File: config.mk
export PLATFORM = sky130hd
export DESIGN_NAME = median_of_loaded_set_top_flat
export DESIGN_NICKNAME = d
export VERILOG_FILES = /design/src/design/mos_pkg.sv /design/src/design/mos_channels.sv /design/src/design/mos_sample_ram.sv /design/src/design/mos_select.sv /design/src/design/median_of_loaded_set_top.sv /design/src/flat_wrapper.sv
export VERILOG_INCLUDE_DIRS = /design/src /design/src/design
export SDC_FILE = /design/constraint.sdc
export NUM_CORES = 1
export LEC_CHECK = 0
export BUFFER_PORTS_ARGS = -buffer_cell sky130_fd_sc_hd__buf_2
export CAP_MARGIN = 20
export CELL_PAD_IN_SITES_DETAIL_PLACEMENT = 0
export CELL_PAD_IN_SITES_GLOBAL_PLACEMENT = 1
export CORE_ASPECT_RATIO = 0.5
export CORE_MARGIN = 2
export CORE_UTILIZATION = 32
export CTS_CLUSTER_SIZE = 25
export DETAILED_ROUTE_END_ITERATION = 10
export PLACE_DENSITY_LB_ADDON = 0.1
export SYNTH_ARGS = -nofsm -noshare
export SYNTH_HDL_FRONTEND = slang
export SYNTH_SLANG_ARGS = --single-unit
File: constraint.sdc
create_clock -name clk_i -period 9.2 [get_ports clk_i]
set_input_delay 1.84 -clock clk_i [delete_from_list [all_inputs] [get_ports clk_i]]
set_output_delay 1.84 -clock clk_i [all_outputs]
set_load 0.005 [all_outputs]
File: src/design/median_of_loaded_set_top_assert.svh
// Assertion helpers for the median block. All checks are clocked on clk_i
// and switched off while rst_ni is low.
`ifndef MEDIAN_OF_LOADED_SET_TOP_ASSERT_SVH
`define MEDIAN_OF_LOADED_SET_TOP_ASSERT_SVH

// Same-cycle implication.
`define MOS_ASSERT_IMPL(label, ante, cons) \
  label: assert property (@(posedge clk_i) disable iff (!rst_ni) (ante) |-> (cons)) \
    else $error("median block: same-cycle check failed");

// Next-cycle implication.
`define MOS_ASSERT_NEXT(label, ante, cons) \
  label: assert property (@(posedge clk_i) disable iff (!rst_ni) (ante) |=> (cons)) \
    else $error("median block: next-cycle check failed");

`endif

File: src/design/mos_pkg.sv
`timescale 1ns / 1ps

package mos_pkg;

  localparam int unsigned MAX_SAMPLES = 64;
  localparam int unsigned SAMPLE_BITS = 16;

  localparam int unsigned ADDR_W   = $clog2(MAX_SAMPLES);
  localparam int unsigned CNT_W    = $clog2(MAX_SAMPLES + 1);
  localparam int unsigned MEDIAN_W = SAMPLE_BITS + 1;
  localparam int unsigned BIT_W    = $clog2(SAMPLE_BITS);

  typedef logic [SAMPLE_BITS-1:0] sample_t;
  typedef logic [CNT_W-1:0]       count_t;
  typedef logic [ADDR_W-1:0]      addr_t;
  typedef logic [MEDIAN_W-1:0]    median_t;
  typedef logic [BIT_W-1:0]       bit_idx_t;

  localparam count_t   MAX_COUNT = count_t'(MAX_SAMPLES);
  localparam bit_idx_t TOP_BIT   = bit_idx_t'(SAMPLE_BITS - 1);

  typedef enum logic [1:0] {
    TOP_LOAD,
    TOP_SELECT,
    TOP_EMIT
  } top_state_e;

  typedef enum logic [1:0] {
    SEL_IDLE,
    SEL_SCAN,
    SEL_WAIT,
    SEL_DECIDE
  } sel_state_e;

  typedef struct packed {
    logic   start;
    count_t count;
  } sel_ctrl_t;

  typedef struct packed {
    logic busy;
    logic done;
  } sel_stat_t;

endpackage

File: src/design/mos_channels.sv
`timescale 1ns / 1ps

interface mos_in_if;
  import mos_pkg::*;

  logic    valid;
  logic    ready;
  sample_t sample;
  logic    no_sample;
  logic    last;

  modport source (output valid, output sample, output no_sample, output last, input ready);
  modport sink   (input valid, input sample, input no_sample, input last, output ready);
endinterface

interface mos_out_if;
  import mos_pkg::*;

  logic    valid;
  logic    ready;
  median_t median_twice;
  logic    empty_error;
  logic    overflow;
  count_t  sample_count;

  modport source (output valid, output median_twice, output empty_error, output overflow,
                  output sample_count, input ready);
  modport sink   (input valid, input median_twice, input empty_error, input overflow,
                  input sample_count, output ready);
endinterface

File: src/design/mos_sample_ram.sv
`timescale 1ns / 1ps

module mos_sample_ram (
  input  logic            clk_i,
  input  logic            wr_en_i,
  input  mos_pkg::addr_t  wr_addr_i,
  input  mos_pkg::sample_t wr_data_i,
  input  logic            rd_en_i,
  input  mos_pkg::addr_t  rd_addr_i,
  output mos_pkg::sample_t rd_data_o
);
  import mos_pkg::*;

  sample_t mem_q [MAX_SAMPLES];
  sample_t rd_data_q;

  always_ff @(posedge clk_i) begin
    if (wr_en_i) begin
      mem_q[wr_addr_i] <= wr_data_i;
    end
  end

  always_ff @(posedge clk_i) begin
    if (rd_en_i) begin
      rd_data_q <= mem_q[rd_addr_i];
    end
  end

  assign rd_data_o = rd_data_q;

endmodule

File: src/design/mos_select.sv
`timescale 1ns / 1ps

// Radix selection: one pass over the store per sample bit, MSB first.
// Two ranks are tracked at once, (n-1)/2 and n/2; their sum is twice the median.
module mos_select (
  input  logic               clk_i,
  input  logic               rst_ni,
  input  mos_pkg::sel_ctrl_t ctrl_i,
  output mos_pkg::sel_stat_t stat_o,
  output logic               rd_en_o,
  output mos_pkg::addr_t     rd_addr_o,
  input  mos_pkg::sample_t   rd_data_i,
  output mos_pkg::median_t   median_twice_o
);
  import mos_pkg::*;

  sel_state_e state_q, state_d;
  logic       done_q, done_d;
  logic       rvalid_q;

  bit_idx_t   bit_q;
  count_t     addr_q, n_q;
  sample_t    pfx0_q, pfx1_q;
  count_t     k0_q, k1_q;
  count_t     c0_q, c1_q;

  logic       last_issue;
  sample_t    hi_mask, bit_mask;
  logic       hit0, hit1;
  logic       take0, take1;

  assign last_issue = (addr_q == n_q - count_t'(1));
  assign hi_mask    = sample_t'({SAMPLE_BITS{1'b1}} << bit_q);
  assign bit_mask   = sample_t'(1) << bit_q;

  // prefix bit under test is still zero, so one masked compare covers
  // "upper bits match and this bit is zero"
  assign hit0  = ((rd_data_i ^ pfx0_q) & hi_mask) == '0;
  assign hit1  = ((rd_data_i ^ pfx1_q) & hi_mask) == '0;
  assign take0 = (k0_q >= c0_q);
  assign take1 = (k1_q >= c1_q);

  always_comb begin
    state_d = state_q;
    case (state_q)
      SEL_IDLE:   if (ctrl_i.start) state_d = SEL_SCAN;
      SEL_SCAN:   if (last_issue) state_d = SEL_WAIT;
      SEL_WAIT:   state_d = SEL_DECIDE;
      SEL_DECIDE: state_d = (bit_q == '0) ? SEL_IDLE : SEL_SCAN;
      default:    state_d = SEL_IDLE;
    endcase
  end

  always_comb begin
    rd_en_o   = (state_q == SEL_SCAN);
    rd_addr_o = addr_q[ADDR_W-1:0];
    done_d    = (state_q == SEL_DECIDE) && (bit_q == '0);
  end

  always_ff @(posedge clk_i or negedge rst_ni) begin
    if (!rst_ni) begin
      state_q  <= SEL_IDLE;
      done_q   <= 1'b0;
      rvalid_q <= 1'b0;
    end else begin
      state_q  <= state_d;
      done_q   <= done_d;
      rvalid_q <= rd_en_o;
    end
  end

  always_ff @(posedge clk_i) begin
    case (state_q)
      SEL_IDLE: begin
        if (ctrl_i.start) begin
          n_q    <= ctrl_i.count;
          bit_q  <= TOP_BIT;
          addr_q <= '0;
          pfx0_q <= '0;
          pfx1_q <= '0;
          k0_q   <= (ctrl_i.count - count_t'(1)) >> 1;
          k1_q   <= ctrl_i.count >> 1;
          c0_q   <= '0;
          c1_q   <= '0;
        end
      end
      SEL_SCAN, SEL_WAIT: begin
        if (state_q == SEL_SCAN) begin
          addr_q <= addr_q + count_t'(1);
        end
        if (rvalid_q) begin
          c0_q <= c0_q + count_t'(hit0);
          c1_q <= c1_q + count_t'(hit1);
        end
      end
      SEL_DECIDE: begin
        if (take0) begin
          pfx0_q <= pfx0_q | bit_mask;
          k0_q   <= k0_q - c0_q;
        end
        if (take1) begin
          pfx1_q <= pfx1_q | bit_mask;
          k1_q   <= k1_q - c1_q;
        end
        c0_q   <= '0;
        c1_q   <= '0;
        addr_q <= '0;
        if (bit_q != '0) begin
          bit_q <= bit_q - bit_idx_t'(1);
        end
      end
      default: ;
    endcase
  end

  assign stat_o.busy    = (state_q != SEL_IDLE);
  assign stat_o.done    = done_q;
  assign median_twice_o = median_t'(pfx0_q) + median_t'(pfx1_q);

endmodule

File: src/design/median_of_loaded_set_top.sv
`timescale 1ns / 1ps

// Median of a loaded set of unsigned samples.
// Input channel in_i: one item per transfer. An item with no_sample low is
// written to the sample store (up to MAX_SAMPLES; later samples are dropped
// and the set is flagged as overflowed). An item with last high closes the
// set, after storing its own sample if it carries one.
// Output channel out_o: one result per closed set, giving twice the median
// (sum of the two middle samples for an even count), the sample count, the
// overflow flag, and empty_error for a set with no samples.
// Loading accepts one item per cycle. Closing a set of n samples runs a radix
// selection: SAMPLE_BITS passes over the store through its single read port.
// An empty set skips the selection and goes straight to the output register.
// No item is taken while a selection runs or while a result waits for the
// output register; loading of the next set resumes as soon as the result
// sits in the output register, even if the receiver stalls it. After reset
// the store is empty and no result is pending.
module median_of_loaded_set_top (
  input logic      clk_i,
  input logic      rst_ni,
  mos_in_if.sink   in_i,
  mos_out_if.source out_o
);
  import mos_pkg::*;

  top_state_e state_q, state_d;
  count_t     cnt_q, cnt_d;
  logic       ovf_q, ovf_d;
  logic       start_q, start_d;
  logic       empty_q, empty_d;

  logic       out_valid_q, out_valid_d;
  median_t    out_median_q;
  logic       out_empty_q, out_ovf_q;
  count_t     out_count_q;

  logic       in_fire, store_ok, empty_set, close_set, emit_load;

  sel_ctrl_t  sel_ctrl;
  sel_stat_t  sel_stat;
  logic       rd_en;
  addr_t      rd_addr;
  sample_t    rd_data;
  median_t    sel_median;

  assign in_fire   = in_i.valid && in_i.ready;
  assign store_ok  = in_fire && !in_i.no_sample && (cnt_q < MAX_COUNT);
  assign close_set = in_fire && in_i.last;
  // a sample on an empty store is always kept, so the set is empty only here
  assign empty_set = (cnt_q == '0) && in_i.no_sample;
  assign emit_load = (state_q == TOP_EMIT) && (!out_valid_q || out_o.ready);

  always_comb begin
    state_d = state_q;
    case (state_q)
      TOP_LOAD:   if (close_set) state_d = empty_set ? TOP_EMIT : TOP_SELECT;
      TOP_SELECT: if (sel_stat.done) state_d = TOP_EMIT;
      TOP_EMIT:   if (emit_load) state_d = TOP_LOAD;
      default:    state_d = TOP_LOAD;
    endcase
  end

  always_comb begin
    in_i.ready = (state_q == TOP_LOAD);
    cnt_d      = cnt_q;
    ovf_d      = ovf_q;
    empty_d    = empty_q;
    start_d    = 1'b0;
    if (store_ok) begin
      cnt_d = cnt_q + count_t'(1);
    end else if (in_fire && !in_i.no_sample) begin
      ovf_d = 1'b1;
    end
    if (close_set) begin
      empty_d = empty_set;
      start_d = !empty_set;
    end
    if (emit_load) begin
      cnt_d = '0;
      ovf_d = 1'b0;
    end
    out_valid_d = out_valid_q;
    if (emit_load) begin
      out_valid_d = 1'b1;
    end else if (out_o.ready) begin
      out_valid_d = 1'b0;
    end
  end

  always_ff @(posedge clk_i or negedge rst_ni) begin
    if (!rst_ni) begin
      state_q     <= TOP_LOAD;
      cnt_q       <= '0;
      ovf_q       <= 1'b0;
      start_q     <= 1'b0;
      empty_q     <= 1'b0;
      out_valid_q <= 1'b0;
    end else begin
      state_q     <= state_d;
      cnt_q       <= cnt_d;
      ovf_q       <= ovf_d;
      start_q     <= start_d;
      empty_q     <= empty_d;
      out_valid_q <= out_valid_d;
    end
  end

  always_ff @(posedge clk_i) begin
    if (emit_load) begin
      out_median_q <= empty_q ? '0 : sel_median;
      out_empty_q  <= empty_q;
      out_ovf_q    <= ovf_q;
      out_count_q  <= empty_q ? '0 : cnt_q;
    end
  end

  assign sel_ctrl.start = start_q;
  assign sel_ctrl.count = cnt_q;

  mos_sample_ram u_ram (
    .clk_i     (clk_i),
    .wr_en_i   (store_ok),
    .wr_addr_i (cnt_q[ADDR_W-1:0]),
    .wr_data_i (in_i.sample),
    .rd_en_i   (rd_en),
    .rd_addr_i (rd_addr),
    .rd_data_o (rd_data)
  );

  mos_select u_select (
    .clk_i          (clk_i),
    .rst_ni         (rst_ni),
    .ctrl_i         (sel_ctrl),
    .stat_o         (sel_stat),
    .rd_en_o        (rd_en),
    .rd_addr_o      (rd_addr),
    .rd_data_i      (rd_data),
    .median_twice_o (sel_median)
  );

  assign out_o.valid        = out_valid_q;
  assign out_o.median_twice = out_median_q;
  assign out_o.empty_error  = out_empty_q;
  assign out_o.overflow     = out_ovf_q;
  assign out_o.sample_count = out_count_q;

`include "median_of_loaded_set_top_assert.svh"

  `MOS_ASSERT_IMPL(a_start_idle, sel_ctrl.start, !sel_stat.busy)
  `MOS_ASSERT_IMPL(a_done_in_select, sel_stat.done, state_q == TOP_SELECT)
  `MOS_ASSERT_NEXT(a_count_step, store_ok, cnt_q == $past(cnt_q) + count_t'(1))
  `MOS_ASSERT_IMPL(a_no_read_while_loading, rd_en, state_q == TOP_SELECT)

endmodule

File: src/flat_wrapper.sv
// flat-port wrapper written by rule: the top's interface ports become plain ports
module median_of_loaded_set_top_flat import mos_pkg::*;
  (clk_i, rst_ni, in_i_valid, in_i_sample, in_i_no_sample, in_i_last, in_i_ready, out_o_valid, out_o_median_twice, out_o_empty_error, out_o_overflow, out_o_sample_count, out_o_ready);
  mos_in_if in_i_i ();
  mos_out_if out_o_i ();
  input logic clk_i;
  input logic rst_ni;
  input wire logic [$bits(in_i_i.valid)-1:0] in_i_valid;
  input wire logic [$bits(in_i_i.sample)-1:0] in_i_sample;
  input wire logic [$bits(in_i_i.no_sample)-1:0] in_i_no_sample;
  input wire logic [$bits(in_i_i.last)-1:0] in_i_last;
  output wire logic [$bits(in_i_i.ready)-1:0] in_i_ready;
  output wire logic [$bits(out_o_i.valid)-1:0] out_o_valid;
  output wire logic [$bits(out_o_i.median_twice)-1:0] out_o_median_twice;
  output wire logic [$bits(out_o_i.empty_error)-1:0] out_o_empty_error;
  output wire logic [$bits(out_o_i.overflow)-1:0] out_o_overflow;
  output wire logic [$bits(out_o_i.sample_count)-1:0] out_o_sample_count;
  input wire logic [$bits(out_o_i.ready)-1:0] out_o_ready;
  assign in_i_i.valid = in_i_valid;
  assign in_i_i.sample = in_i_sample;
  assign in_i_i.no_sample = in_i_no_sample;
  assign in_i_i.last = in_i_last;
  assign in_i_ready = in_i_i.ready;
  assign out_o_valid = out_o_i.valid;
  assign out_o_median_twice = out_o_i.median_twice;
  assign out_o_empty_error = out_o_i.empty_error;
  assign out_o_overflow = out_o_i.overflow;
  assign out_o_sample_count = out_o_i.sample_count;
  assign out_o_i.ready = out_o_ready;
  median_of_loaded_set_top u_core (.clk_i(clk_i), .rst_ni(rst_ni), .in_i(in_i_i), .out_o(out_o_i));
endmodule
==> impl_metrics.tcl, run 1 <==
set metrics [dict create \
    cp_data_required_time_ns 9.55 \
    path_class "in2reg" \
    tightest_slew_ns 1.10 \
    final_nets 2593 \
    grt_max_degree 97 \
    layoutNonFillerInstCount 4575 \
    port_buffers 49 \
    synthFlopType "edfxtp_1" \
    cts.clk_slew.worst_paths_ns 0.06 \
    setup_viol 0 \
    rows 99 \
    grt_pass1_wl_um 181000 \
    power.density_nw_per_um2 198 \
    antenna_found_initial 4 \
    drc 0 \
    skew_ns 0.0339 \
    initial_utilization_pct 32.2 \
    gp_congestion 0.738 \
    synth_top_area_share_pct 73.5 \
    core-area_um2 145000 \
    synthArstFlopShare_pct 1.46 \
    clockBufferDepth 3 \
    fillers 13500 \
    wire_per_inst_um 27.9 \
    synth_edf_count 1144 \
    cap_viol_max_count 0 \
    power.total_w 0.0106 \
    relSlewSlack_pct 27.0 \
    worstPathMaxFanout 16 \
    worst_setup_path_end_kind "register" \
    area_growth_pct 14.1 \
    cts_hold_buf 0 \
    fin_crit_sh_pct 45.5 \
    firstDrtPassIters 6 \
    p_leak_nw 17.1 \
    post-route-min-period_ns 4.18 \
    yosys.area.top_type "edfxtp_1" \
    h-tree-depth 3 \
    clock_latency_ns 0.74 \
    clockRootBuffer "clkbuf_16" \
    dpl.hpwl_um 75900 \
    cts_sinks 1161 \
    worst_hold_path_type "reg2reg" \
    fmax_ghz 0.239 \
    cp.arrival_ns 4.54 \
    synth_area_leaders "edfxtp_1 (73%), mux4_2 (12%), ha_1 (1.3%)" \
    post_cts_buffers 0 \
    fp.dieW_um 545 \
    grt_pass1_vias 23562 \
    status "complete, no violations" \
    slew_viol_final 0 \
    cts_tree "built" \
    drt-initial-drc-count 2010 \
    syn_area_um2 46800 \
    setup_tns_ns 0 \
    vdd_ir_drop_max_v 0.000136 \
    cts_resized 0 \
    syn_area_per_cell_um2 19.7 \
    postSynthCellCount 2376 \
    totalWireLength_um 128000 \
    synth-warning-count 0 \
    syn-num-nets 2451 \
    die_y_um 274 \
    ys_ff_latch 1161 \
    overflow 0 \
    final_hold_viol_count 0 \
    die_area_um2 149000 \
    io_pins 50 \
    synth.yosys.seq_area_share_pct 74.4 \
    drive_above_1_share_pct 23.0 \
    vias_per_cell 5.03 \
    track_usage_pct 17.2 \
    hold_ws_ns 0.462 \
    vias 23020 \
    dp_cells 4371 \
    ant_nets 0 \
    numCtsBuffers 114 \
    crit_path_start_kind "input pin" \
    ys_types 56 \
    rsz0062_at_grt "no" \
]
==> routing by layer <==
metal | part of all wire [%] | global-route usage, % | routed length, um
met5 | 0 | 0 | 0
met1 | 46 | 24.4 | 59300
met3 | 5.3 | 3.65 | 6710
met4 | 2.0 | 3.83 | 2560
met2 | 46 | 27.0 | 59200
==> power by group <==
group	leakage (nW)	switching [W]	internal (W)
registers	10.3	0.00000000000000000000792	0.00580
logic	5.03	0.0000936	0.00000752
clock network	1.76	0.00205	0.00262
total	17.1	0.00214	0.00843
==> state kept, by name, summed over array words and instances (netlist names), 16 cells and up <==
signal                     flops
u_core.out_o.median_twice     17
u_core.u_ram.mem_q          1024
u_core.u_ram.rd_data_o        16
u_core.u_select.pfx0_q        16
u_core.u_select.pfx1_q        16
==> synth_stat cells (all sizes together) (2+ instances only) <==
cell type,number
a221oi,38
o31a,2
a21o,5
buf,61
nand2b,14
mux4,256
o31ai,8
and3,13
nand2,38
fa,3
nand3,22
a211oi,6
a22o,27
a22oi,12
o32a,3
o22ai,33
clkbuf,62
and2,36
dfrtp,17
mux2,6
or3,9
o211ai,2
o21bai,17
a21boi,3
nor4,3
mux2i,14
edfxtp,1144
nor3,20
or2,2
a31oi,7
a41oi,5
nor2,152
a21oi,39
nand3b,6
ha,50
xor2,22
o221ai,13
o21ai,37
nor2b,23
inv,39
o21a,36
o32ai,2
nand4,6
xnor2,56
==> logic make-up after synthesis <==
kind of cell / count (synthesis) / share of synthesized area, %
flops: 1161 / 74.4
simple gates: 344 / 3.49
compound gates: 302 / 4.76
mux: 276 / 12.8
buf+inv: 162 / 1.67
xor+xnor: 78 / 1.46
fa+ha+maj: 53 / 1.47
==> final cells by class <==
cell class	instances	area (um2)	area share, %
Tap cell	1969	2460	4.62
Clock inverter	61	667	1.25
Antenna cell	2	5.00	0.00938
Multi-Input combinational cell	1053	11300	21.1
Timing Repair Buffer	149	1050	1.96
Sequential cell	1161	34800	65.2
Inverter	39	146	0.274
Clock buffer	141	2980	5.58
==> metrics by stage <==
| step | cell area (um2) | utilization (%) | setup slack [ns] |
|---|---|---|---|
| floorplan | 46800 | - | 5.40 |
| global placement | 49700 | 34.2 | 4.20 |
| detailed placement | 49700 | 34.2 | 4.22 |
| CTS | 53300 | 36.7 | 4.99 |
| global route | 53400 | 36.7 | 4.88 |
| finish | 53400 | 36.7 | 5.02 |
==> path summary, 6_finish.rpt <==
kind                                                         start                              endpoint  depth (start not counted)  slack (ns)
hold reg to reg                           u_core.ovf_q$_DFFE_PN0P_       u_core.out_o.overflow$_DFFE_PP_                          0        0.46
setup reg to reg           u_core.u_select.addr_q[0]$_SDFFCE_PP0P_  u_core.u_ram.rd_data_o[10]$_DFFE_PP_                          7        5.17
setup / recovery                                        in_i_valid    u_core.u_ram.mem_q[9][4]$_DFFE_PP_                          6        5.02
min in group asynchronous                                   rst_ni              u_core.ovf_q$_DFFE_PN0P_                          1        1.04
hold / removal                            u_core.ovf_q$_DFFE_PN0P_       u_core.out_o.overflow$_DFFE_PP_                          0        0.46
max in group asynchronous                                   rst_ni      u_core.u_select.done_q$_DFF_PN0_                          1        7.85
==> worst max-delay path: stages <==
cell	delay (ns)
buf_2	0.09
nand2_1	0.09
or3_1	0.44
nor2_1	0.63
nand2_1	0.53
nor2_2	0.89
==> cell usage in the layout (no fill, tap or decap), drive strengths merged, types with 17 or more instances in the layout <==
master,count
mux4,256
dfrtp,17
a22o,27
nand3,22
clkbuf,141
o21bai,17
xor2,22
nand2,38
o21ai,37
clkinv,45
o22ai,33
o21a,36
a221oi,38
edfxtp,1144
and2,36
nor3,20
xnor2,56
ha,50
buf,149
nor2,152
a21oi,39
inv,41
nor2b,23
No activity file was read; power rests on OpenSTA's default activity.
==> run 2, diff against run 1 <==
- clock period: 9.2 -> 3.5 ns (I/O delays scaled with it)
==> run 2 against run 1 <==
Utilization rose by 0.84 points. Clock power grew to 2.7 times the previous value. Clock-buffer cell count decreased by 13. Clock skew is 0.016 ns higher. Worst hold slack worse by 0.16 ns. Worst setup slack got worse by 4.9 ns. Critical endpoint is now u_core.u_ram.rd_data_o[12]$_DFFE_PP_. Largest power group unchanged.
==> impl_metrics.tcl, run 2 (same netlist as run 1, synthesis figures left out) <==
set metrics [dict create \
    worstPathMaxFanout 32 \
    antenna_found_initial 5 \
    rows 99 \
    dp_cells 4470 \
    final_cell_mix "edfxtp_1 (1144), mux4_2 (256), buf_4 (169), nor2_1 (136), clkbuf_16 (111)" \
    fin_crit_sh_pct 96.3 \
    die_area_um2 149000 \
    rr_worst_depth 8 \
    clock_latency_ns 0.75 \
    overflow 0 \
    min_from "in_i_no_sample" \
    p_leak_nw 17.8 \
    grt_pass1_wl_um 185000 \
    ant_nets 0 \
    top_register "u_core.u_ram.mem_q" \
    worstPathCellList "buf_12 > buf_12 > mux4_2 > nor2b_1 > a211oi_1 > nor3_1 > a31oi_1 > nand3b_1" \
    drc 0 \
    drive_above_1_share_pct 26.3 \
    final_common_cell "edfxtp_1" \
    cts_tree "built" \
    cap_viol_max_count 0 \
    initial_utilization_pct 32.2 \
    status "complete, no violations" \
    crit_path_start_kind "register" \
    worstSetupStartpoint "u_core.u_select.addr_q[0]$_SDFFCE_PP0P_" \
    area_growth_pct 16.7 \
    final_nets 2690 \
    gp_congestion 0.768 \
    final_hold_viol_count 0 \
    fin_ws_ns 0.130 \
    wire_per_inst_um 27.7 \
    vias 23617 \
    path_class "reg2reg" \
    grt_pass1_vias 24214 \
    tightest_slew_ns 1.08 \
    rsz0062_at_grt "no" \
    clockRootBuffer "clkbuf_16" \
    reg2reg_slack_ns 0.13 \
    port_buffers 49 \
    vdd_ir_drop_max_v 0.000382 \
    dp_slack_ns 0.205 \
    largest_reg_flops 1024 \
    die_y_um 274 \
    dpl.hpwl_um 82200 \
    track_usage_pct 17.5 \
    power.total_w 0.0281 \
    numCtsBuffers 111 \
    cts_sinks 1161 \
    fmax_ghz 0.297 \
    cpMostUsedCell "buf_12" \
    r2r-start "u_core.u_select.addr_q[0]$_SDFFCE_PP0P_" \
    io_pins 50 \
    slowest_delay_ns 0.55 \
    worst_setup_path_end_kind "register" \
    worst-path-buf-inv 2 \
    relSlewSlack_pct 28.2 \
    skew_ns 0.0495 \
    setup_viol 0 \
    vias_per_cell 5.05 \
    fp.dieW_um 545 \
    drt-initial-drc-count 2000 \
    layoutNonFillerInstCount 4680 \
    power.density_nw_per_um2 514 \
    crit_family "simple AND/OR/NAND/NOR gates" \
    post-route-min-period_ns 3.37 \
    cp_data_required_time_ns 3.84 \
    cp.arrival_ns 3.71 \
    worst_hold_path_type "in2reg" \
    grt_max_degree 103 \
    firstDrtPassIters 5 \
    h-tree-depth 3 \
    cp.depth 8 \
    slew_viol_final 0 \
    hold_path_end "u_core.cnt_q[6]$_DFFE_PN0P_" \
    r2r-end "u_core.u_ram.rd_data_o[12]$_DFFE_PP_" \
    core-area_um2 145000 \
    setup_tns_ns 0 \
    hold_ws_ns 0.299 \
    clockBufferDepth 3 \
    hold_path_depth 4 \
    totalWireLength_um 130000 \
    cp_slowest_cell "mux4_2" \
    cts.clk_slew.worst_paths_ns 0.07 \
]
## run 2: cell types whose count changed in the layout (fill, tap and decap cells not counted), sizes merged
cell and delta:
buf +99, clkbuf -13, clkinv +7, bufinv +4, diode +4, clkinvlp +3, dlygate4sd3 +1
## run 2: area by class of cell
| class | instances | area [um2] |
|---|---|---|
| antenna | 6 | 15.0 |
| clock buffer | 128 | 2840 |
| clock inverter | 75 | 922 |
| fill | 13416 | 90800 |
| inverter | 39 | 146 |
| multi-input combinational | 1053 | 11300 |
| sequential | 1161 | 34800 |
| tap | 1969 | 2460 |
| timing repair buffer | 249 | 2120 |
## run 2: power by group
group          internal, W  total (W)             switching [W]
Sequential          0.0152     0.0152  0.0000000000000000000238
Clock              0.00705     0.0126                   0.00552
Combinational    0.0000314   0.000269                  0.000237
## run 2: routing by layer
metal | wire [um] | track usage, %
met5 | 0 | 0
met2 | 57900 | 26.3
met1 | 62400 | 25.9
met4 | 2600 | 4.16
met3 | 6920 | 3.72
## run 2: repair_timing
action / in CTS / in global routing
buffers inserted: 0 / 0
hold buffers: 1 / 0
setup endpoints to repair: 0 / 2
hold endpoints to repair: 17 / 0
gates resized for setup: 0 / 3
## run 2: tightest hold or removal path, delay by kind of cell
kind | cells | cell delay, ns
buf+inv | 1 | 0.10
compound gates | 1 | 0.06
simple gates | 2 | 0.14
## run 2: how the worst max path moves through the flow
stage | slack [ns] | endpoint
after floorplan | 0.40 | u_core.u_select.c0_q[6]$_SDFFCE_PP0P_
after global placement | 0.17 | u_core.u_ram.mem_q[10][11]$_DFFE_PP_
after global routing | 0.002 | u_core.u_select.c1_q[6]$_SDFFCE_PP0P_
final | 0.13 | u_core.u_ram.rd_data_o[12]$_DFFE_PP_
after detailed placement | 0.20 | u_core.u_select.c1_q[6]$_SDFFCE_PP0P_
after CTS | 0.17 | u_core.u_ram.rd_data_o[13]$_DFFE_PP_
## run 2: stage by stage
step	instance area (um2)	utilization (%)
6_report	54600	37.5
5_1_grt	54600	37.5
4_1_cts	54500	37.5
3_5_place_dp	50800	34.9
3_3_place_gp	50800	34.9
2_1_floorplan	46800	-
==> run 3, diff against run 2 <==
- clock period: 3.5 -> 3.7 ns (I/O delays scaled with it)
==> run 3 against run 2 <==
Clock skew fell by 0.021 ns. Clock power is 12% lower. Worst hold slack gained 0.054 ns. Non-clock buffer count down 21. Critical endpoint is now u_core.u_ram.rd_data_o[5]$_DFFE_PP_. Highest routed layer is now met5. Utilization is 0.45 points lower. Cell count is 0.71% lower.
==> impl_metrics.tcl, run 3 (same netlist as run 1, synthesis figures left out) <==
set metrics [dict create \
    dp_slack_ns 0.226 \
    dpl.hpwl_um 79000 \
    grt_pass1_wl_um 184000 \
    setup_tns_ns 0 \
    die_area_um2 149000 \
    vias_per_cell 5.07 \
    die_y_um 274 \
    crit_path_start_kind "register" \
    clockPowerShare_pct 43.1 \
    cts_sinks 1161 \
    cts_tree "built" \
    fin_crit_sh_pct 95.6 \
    p_sw_share_pct 20.3 \
    totalWireLength_um 129000 \
    track_usage_pct 17.3 \
    overflow 0 \
    rsz0062_at_grt "no" \
    h-tree-depth 3 \
    numCtsBuffers 111 \
    path_class "reg2reg" \
    ant_nets 0 \
    final_hold_viol_count 0 \
    clockRootBuffer "clkbuf_16" \
    final_common_cell "edfxtp_1" \
    cp_data_required_time_ns 4.03 \
    firstDrtPassIters 5 \
    worst_hold_path_type "in2reg" \
    switchingPower_w 0.00524 \
    rows 99 \
    cts_resized 0 \
    io_pins 50 \
    wire_per_inst_um 27.7 \
    p_comb_share_pct 1.0 \
    post-route-min-period_ns 3.54 \
    power_frac_seq_pct 55.9 \
    cts.clk_slew.worst_paths_ns 0.07 \
    core-area_um2 145000 \
    drc 0 \
    top_register "u_core.u_ram.mem_q" \
    final_nets 2669 \
    vias 23542 \
    fmax_ghz 0.283 \
    skew_ns 0.0290 \
    cap_viol_max_count 0 \
    relSlewSlack_pct 30.4 \
    clock_latency_ns 0.73 \
    initial_utilization_pct 32.2 \
    area_growth_pct 15.3 \
    tightest_slew_ns 1.04 \
    vdd_ir_drop_max_v 0.000346 \
    grt_max_degree 71 \
    fp.dieW_um 545 \
    slew_viol_final 0 \
    grt_pass1_vias 24093 \
    clockBufferDepth 3 \
    setup_viol 0 \
    worst_setup_path_end_kind "register" \
    final_cell_mix "edfxtp_1 (1144), mux4_2 (256), buf_4 (159), nor2_1 (136), clkbuf_16 (111)" \
    worstPathMaxFanout 9 \
    gp_congestion 0.793 \
    p_leak_nw 17.5 \
    fin_ws_ns 0.162 \
    drive_above_1_share_pct 25.2 \
    antenna_found_initial 4 \
    internal-power_w 0.0205 \
    drt-initial-drc-count 1936 \
    largest_reg_flops 1024 \
    status "complete, no violations" \
    power.density_nw_per_um2 478 \
    port_buffers 49 \
    cp.arrival_ns 3.87 \
    placed_area_um2 50400 \
    stdcell_area_um2 53900 \
]
## run 3: cell types whose count changed in the layout (fill, tap and decap cells not counted), moves of 5 or more
cell,change
buf_12,-11
buf_4,-10
bufinv_16,-8
clkbuf_1,+7
clkinv_16,-5
clkinv_4,-5
diode_2,-5
## run 3: final cells by class
cell class / count / area (um2)
clock buffers: 137 / 2900
repair buffers: 228 / 1830
inverters: 39 / 146
multi-input cells: 1053 / 11300
flip-flops and latches: 1161 / 34800
fillers: 13451 / 91500
diodes: 1 / 2.50
clock inverters: 59 / 536
well taps: 1969 / 2460
## run 3: critical path, stage by stage (launching register included)
cell and delay (ns):
edfxtp_1 0.65, nand2b_1 0.53, buf_4 0.34, o22ai_1 0.36
a221oi_1 0.23, buf_4 0.19, o21ai_0 0.32, o221ai_1 0.49
## run 3: per-stage QoR
stage | instances | hold WS, ns | util (%) | total power [W]
2_1_floorplan | 2376 | 0.426 | - | 0.0147
3_3_place_gp | 4445 | 0.434 | 34.7 | 0.0149
3_5_place_dp | 4446 | 0.434 | 34.7 | 0.0150
4_1_cts | 4643 | 0.286 | 37.0 | 0.0261
5_1_grt | 4646 | 0.322 | 37.1 | 0.0266
6_report | 4647 | 0.354 | 37.1 | 0.0258
## run 3: what timing repair did
item,in CTS,in global routing
endpoints found under the hold margin,17,0
hold buffers,1,0
buffers inserted,0,0
## run 3: routing by layer
layer	track usage, %	wire length [um]
met1	25.9	62800
met2	26.5	58100
met3	2.80	5370
met4	3.83	2410
met5	0	13
## run 3: path summary, 6_finish.rpt
path                                                         startpoint                                  end  slack [ns]  depth (start not counted)
worst max-delay path            u_core.u_select.addr_q[2]$_SDFFCE_PP0P_  u_core.u_ram.rd_data_o[5]$_DFFE_PP_        0.16                          7
worst min-delay path                                        out_o_ready       u_core.out_o.valid$_DFFE_PN0P_        0.35                          3
worst max register to register  u_core.u_select.addr_q[2]$_SDFFCE_PP0P_  u_core.u_ram.rd_data_o[5]$_DFFE_PP_        0.16                          7
worst min register to register                 u_core.ovf_q$_DFFE_PN0P_      u_core.out_o.overflow$_DFFE_PP_        0.47                          0
max in group asynchronous                                        rst_ni        u_core.state_q[0]$_DFFE_PN0P_        2.89                          2
min in group asynchronous                                        rst_ni          u_core.cnt_q[2]$_DFFE_PN0P_        0.49                          2
## run 3: power by group through the flow
stage / clock network (W) / logic, W / registers (W)
after floorplan: 0 / 0.000000212 / 0.0147
after global placement: 0 / 0.000243 / 0.0147
after detailed placement: 0 / 0.000257 / 0.0147
after CTS: 0.0114 / 0.000257 / 0.0144
after global routing: 0.0119 / 0.000279 / 0.0144
final: 0.0111 / 0.000255 / 0.0144
